--- src/hw/rtl/imuac_pkg.sv ---
// Shared types and constants of the IMU ADC smoothing and offset calibration block.
package imuac_pkg;

	localparam int CHANNELS        = 6;
	localparam int SAMPLE_W        = 10;
	localparam int OFFSET_W        = SAMPLE_W + 1;
	localparam int VALUE_W         = 12;
	localparam int VALUE_MAX       = 2047;
	localparam int COUNT_W         = 8;
	localparam int GRAVITY_CHANNEL = 1;
	localparam int CFG_INDEX_W     = 2;
	localparam int CFG_DATA_W      = 10;
	localparam int MASK_W          = CHANNELS;
	localparam int GRAVITY_W       = 10;

	// Filter arithmetic: sum = filtered + 9 * previous, divided by 10 through a
	// reciprocal that is exact for every sum below 2**SUM_W.
	localparam int FILTER_WEIGHT = 9;
	localparam int SUM_W         = SAMPLE_W + 4;
	localparam int DIV_SHIFT     = SUM_W + 3;
	localparam int PROD_W        = 2 * SUM_W;
	localparam logic [SUM_W-1:0] RECIP_10 = SUM_W'(((2 ** DIV_SHIFT) + 9) / 10);

	localparam logic [CFG_INDEX_W-1:0] REG_SIGN_MASK = 2'd0;
	localparam logic [CFG_INDEX_W-1:0] REG_GRAVITY   = 2'd1;
	localparam logic [CFG_INDEX_W-1:0] REG_SETTLE    = 2'd2;

	localparam logic [MASK_W-1:0]    SIGN_MASK_RST = MASK_W'(18);
	localparam logic [GRAVITY_W-1:0] GRAVITY_RST   = '0;
	localparam logic [COUNT_W-1:0]   SETTLE_RST    = COUNT_W'(100);

	typedef logic [SAMPLE_W-1:0]        sample_t;
	typedef logic [OFFSET_W-1:0]        offset_t;
	typedef logic signed [VALUE_W-1:0]  value_t;
	typedef logic [COUNT_W-1:0]         count_t;

	typedef struct packed {
		sample_t sample_0;
		sample_t sample_1;
		sample_t sample_2;
		sample_t sample_3;
		sample_t sample_4;
		sample_t sample_5;
	} in_word_t;

	typedef struct packed {
		value_t value_0;
		value_t value_1;
		value_t value_2;
		value_t value_3;
		value_t value_4;
		value_t value_5;
		count_t sequence_count;
		logic   calibrated;
	} out_word_t;

	typedef struct packed {
		logic [CFG_INDEX_W-1:0] index;
		logic [CFG_DATA_W-1:0]  value;
	} cfg_word_t;

	typedef struct packed {
		logic                 accept;
		logic                 calibrate;
		logic [GRAVITY_W-1:0] bias;
	} lane_ctl_t;

	typedef struct packed {
		logic   valid;
		count_t count;
		logic   calibrated;
	} stage_info_t;

endpackage

--- src/hw/rtl/imuac_lane.sv ---
// One channel lane: smoothing filter, offset latch and corrected value.
module imuac_lane (
	input  logic                clk,
	input  logic                arst_n,
	input  imuac_pkg::lane_ctl_t ctl,
	input  imuac_pkg::sample_t  sample,
	input  logic                negate,
	output imuac_pkg::value_t   value
);
	import imuac_pkg::*;

	localparam logic signed [VALUE_W:0] CLAMP_HI = (VALUE_W + 1)'(VALUE_MAX);
	localparam logic signed [VALUE_W:0] CLAMP_LO = -CLAMP_HI;

	sample_t            filt_q;
	sample_t            prev_q;
	offset_t            off_q;
	sample_t            filt_s1;
	offset_t            off_s1;
	logic [SUM_W-1:0]   sum;
	logic [PROD_W-1:0]  prod;
	sample_t            filt_new;
	offset_t            off_new;
	logic signed [VALUE_W:0] diff;
	logic signed [VALUE_W:0] corr;

	always_comb begin
		sum      = SUM_W'(filt_q) + SUM_W'(prev_q) * SUM_W'(FILTER_WEIGHT);
		prod     = PROD_W'(sum) * PROD_W'(RECIP_10);
		filt_new = prod[DIV_SHIFT +: SAMPLE_W];
		off_new  = ctl.calibrate ? (OFFSET_W'(filt_new) + OFFSET_W'(ctl.bias)) : off_q;
	end

	always_ff @(posedge clk or negedge arst_n) begin
		if (!arst_n) begin
			filt_q <= '0;
			prev_q <= '0;
			off_q  <= '0;
		end else if (ctl.accept) begin
			filt_q <= filt_new;
			prev_q <= sample;
			off_q  <= off_new;
		end
	end

	always_ff @(posedge clk) begin
		if (ctl.accept) begin
			filt_s1 <= filt_new;
			off_s1  <= off_new;
		end
	end

	always_comb begin
		diff = $signed((VALUE_W + 1)'(filt_s1)) - $signed((VALUE_W + 1)'(off_s1));
		corr = negate ? -diff : diff;
		priority if (corr > CLAMP_HI) begin
			value = CLAMP_HI[VALUE_W-1:0];
		end else if (corr < CLAMP_LO) begin
			value = CLAMP_LO[VALUE_W-1:0];
		end else begin
			value = corr[VALUE_W-1:0];
		end
	end

endmodule

--- config.mk ---
export PLATFORM = sky130hd
export DESIGN_NAME = imuac_lane
export DESIGN_NICKNAME = d
export VERILOG_FILES = /design/src/hw/rtl/imuac_pkg.sv /design/src/hw/rtl/imuac_lane.sv
export SDC_FILE = /design/constraint.sdc
export NUM_CORES = 1
export LEC_CHECK = 0
export BUFFER_PORTS_ARGS = -buffer_cell sky130_fd_sc_hd__buf_2
export CAP_MARGIN = 20
export CELL_PAD_IN_SITES_DETAIL_PLACEMENT = 0
export CELL_PAD_IN_SITES_GLOBAL_PLACEMENT = 2
export CORE_MARGIN = 3
export CORE_UTILIZATION = 38
export CTS_BUF_LIST = sky130_fd_sc_hd__clkbuf_8
export DETAILED_ROUTE_END_ITERATION = 8
export PLACE_DENSITY_LB_ADDON = 0.12
export SKIP_CTS_REPAIR_TIMING = 1
export SYNTH_ARGS = -nofsm -noshare
export SYNTH_HDL_FRONTEND = slang
export SYNTH_SLANG_ARGS = --single-unit
--- constraint.sdc ---
create_clock -name clk -period 8.4 [get_ports clk]
set_input_delay 0.42 -clock clk [delete_from_list [all_inputs] [get_ports clk]]
set_output_delay 0.42 -clock clk [all_outputs]
set_load 0.05 [all_outputs]
==> qor.csv <==
metric,value,unit
rsz0062_at_grt,yes,
cts_tree,done,
drtAntennaViolNets,0,
first_iter_violations,135,
fmax,0.1222,GHz
syn_area,6938,sq um
setup.worst_path.end_class,register,
cts_made_buffers,5,
io_buffers,36,
clock_sinks,52,
slew_viol_final,0,
worstSetupStartpointType,register,
n_fill_cell,1650,
worst-path-max-fanout,4,
syn_inst,709,
syn_avg_cell_area,9.785,sq um
rows,48,
drc,0,
cts_buffer_depth,2,
dp_hpwl,13870,microns
h-tree-depth,2,
grt_pass1_vias,5622,
yosysSeqAreaShare,0.2027,
start_util,0.3943,
coreArea,17600,sq um
cp_slowest_stage_delay,0.51,ns
reg2regPathDepth,39,
track_usage,0.1662,
rrSetupSlack,0.22,ns
finalCritPeriodShare,0.9741,
endpoint,off_s1[9],
cp_data_arrival_time,8.27,ns
clk_pin_slew,0.11,ns
cts-root-buf,clkbuf_8,
pre_cts_ws,-0.5995,ns
wire_per_inst,15.22,microns
cap_violations,0,
synth_area_leaders,"ha_1 (24%), fa_1 (16%), dfrtp_1 (11%), edfxtp_1 (9.1%), inv_1 (8.5%)",
drt-pass1-iter-count,4,
finalSetupViolations,0,
grt_pass1_wl,26870,microns
syn_nets,922,
r2r-start,prev_q[4],
nets,1065,
critPathKind,register to register,
synth_top_area_share,0.2399,
required,8.48,ns
gp_congestion,0.8349,
timing.final.ws_setup,0.2176,ns
rr_endpoint,off_s1[9],
worst_slew_pin_slew,0.8373,ns
grt-ovfl-total,0,
min_path_type,input pin to asynchronous set/reset pin,
diodes,0,
synth_warnings,0,
die-area,19910,sq um
synth_edf_count,21,
antenna_found_initial,0,
wl,16410,microns
viasPerCell,4.892,
clock_skew,0.01286,ns
die_height,141.1,microns
synthArstFlopShare,0.5962,
slew-limit-headroom,0.4418,
syn2layout_area_growth,27.56,%
ys_seq_elements,52,
period_minus_slack,8.182,ns
clkLatencyLatePin,0.32,ns
synthTopCellsByCount,"inv_1 (158), ha_1 (133), fa_1 (55)",
hold_viol_final,0,
yosysMostFrequentCell,inv_1,
via_count,5274,
status,completed,
startpoint,prev_q[4],
synth_top_cell_by_area,ha_1,
cpMaxStageDelayCell,fa_1,
drive_gt1_frac,0.3236,
die_w,141.1,microns
grt_max_degree,56,
pin_count,37,
synth-main-ff-cell,dfrtp_1,
synth.distinct_cells,62,
[cells in the final DEF, fill, tap and decap left out, types with 3 or more instances in the layout]
cell type,n
and2_1,3
mux2_2,32
nor2_4,3
nor3_1,9
edfxtp_1,21
a21oi_1,12
xnor2_1,25
buf_2,36
nand3_1,6
nor2_1,21
ha_1,114
nor2b_1,8
buf_6,4
buf_4,104
maj3_1,5
o21ai_0,15
inv_2,9
inv_1,149
ha_4,17
a21oi_2,7
a21o_1,10
nand2b_1,3
o31ai_1,3
dfrtp_1,31
o21a_1,3
a211oi_1,3
o21ai_2,9
nor4_1,4
nand2_1,35
xor2_1,13
a21boi_2,4
clkbuf_8,5
xnor2_2,6
fa_1,53
[worst max-delay path: cells and delay by family (launching register included)]
kind / cells / cell delay, ns
multiplexers: 1 / 0.25
adder cells (fa/ha/maj): 9 / 3.33
XOR/XNOR: 2 / 0.32
flip-flops: 1 / 0.43
AND/OR/NAND/NOR: 3 / 0.33
buffers and inverters: 9 / 0.73
AO/OA/AOI/OAI: 15 / 2.56
[sequential cells by signal, summed over array words and instances, names as in the netlist]
register and count:
off_s1 11, filt_s1 10, prev_q 10, filt_q 10, off_q 11
[worst min path at each step]
stage	start	end	cells after the start
2_1_floorplan	arst_n	filt_q[0]	0
3_3_place_gp	off_q[7]	off_q[7]	1
3_5_place_dp	off_q[7]	off_q[7]	1
4_1_cts	arst_n	prev_q[7]	1
5_1_grt	arst_n	filt_q[9]	1
6_report	arst_n	prev_q[7]	1
[layer usage]
layer	vias to the layer above	share of wire	GRT usage
li1	2648	-	-
met5	-	0	0
met3	24	0.018	0.009837
met4	0	0.026	0.04080
met2	49	0.53	0.3165
met1	2553	0.43	0.2033
[through the flow]
stage	cells	TNS (ns)	util	hold WS, ns	cell area (sq um)
6_report	1078	0	0.5029	0.1547	8850
5_1_grt	1078	-0.2052	0.5029	0.2041	8850
4_1_cts	1058	-3.869	0.4617	0.1797	8124
3_5_place_dp	1050	-3.708	0.4563	0.4939	8030
3_3_place_gp	1050	-2.838	0.4563	0.4854	8030
2_1_floorplan	709	0	-	0.1244	6938
[layout make-up]
type                            instances  area (sq um)  share of cell area
Inverter                              158         593.1             0.06702
Sequential cell                        52          1406              0.1589
Clock buffer                            5         68.82            0.007776
Tap cell                              225         281.5             0.03181
Multi-Input combinational cell        491          5469              0.6180
Clock inverter                          3         25.02            0.002828
Timing Repair Buffer                  144          1006              0.1137
[cell families after synthesis]
logic type | synth area share
AND/OR/NAND/NOR | 0.08458
flip-flops | 0.2027
buffers and inverters | 0.08981
AO/OA/AOI/OAI | 0.09739
adder cells (fa/ha/maj) | 0.4058
multiplexers | 0.05645
XOR/XNOR | 0.06330
Power is not shown: default switching activity piles up to over one toggle a cycle in this logic, so the estimate is an artifact.
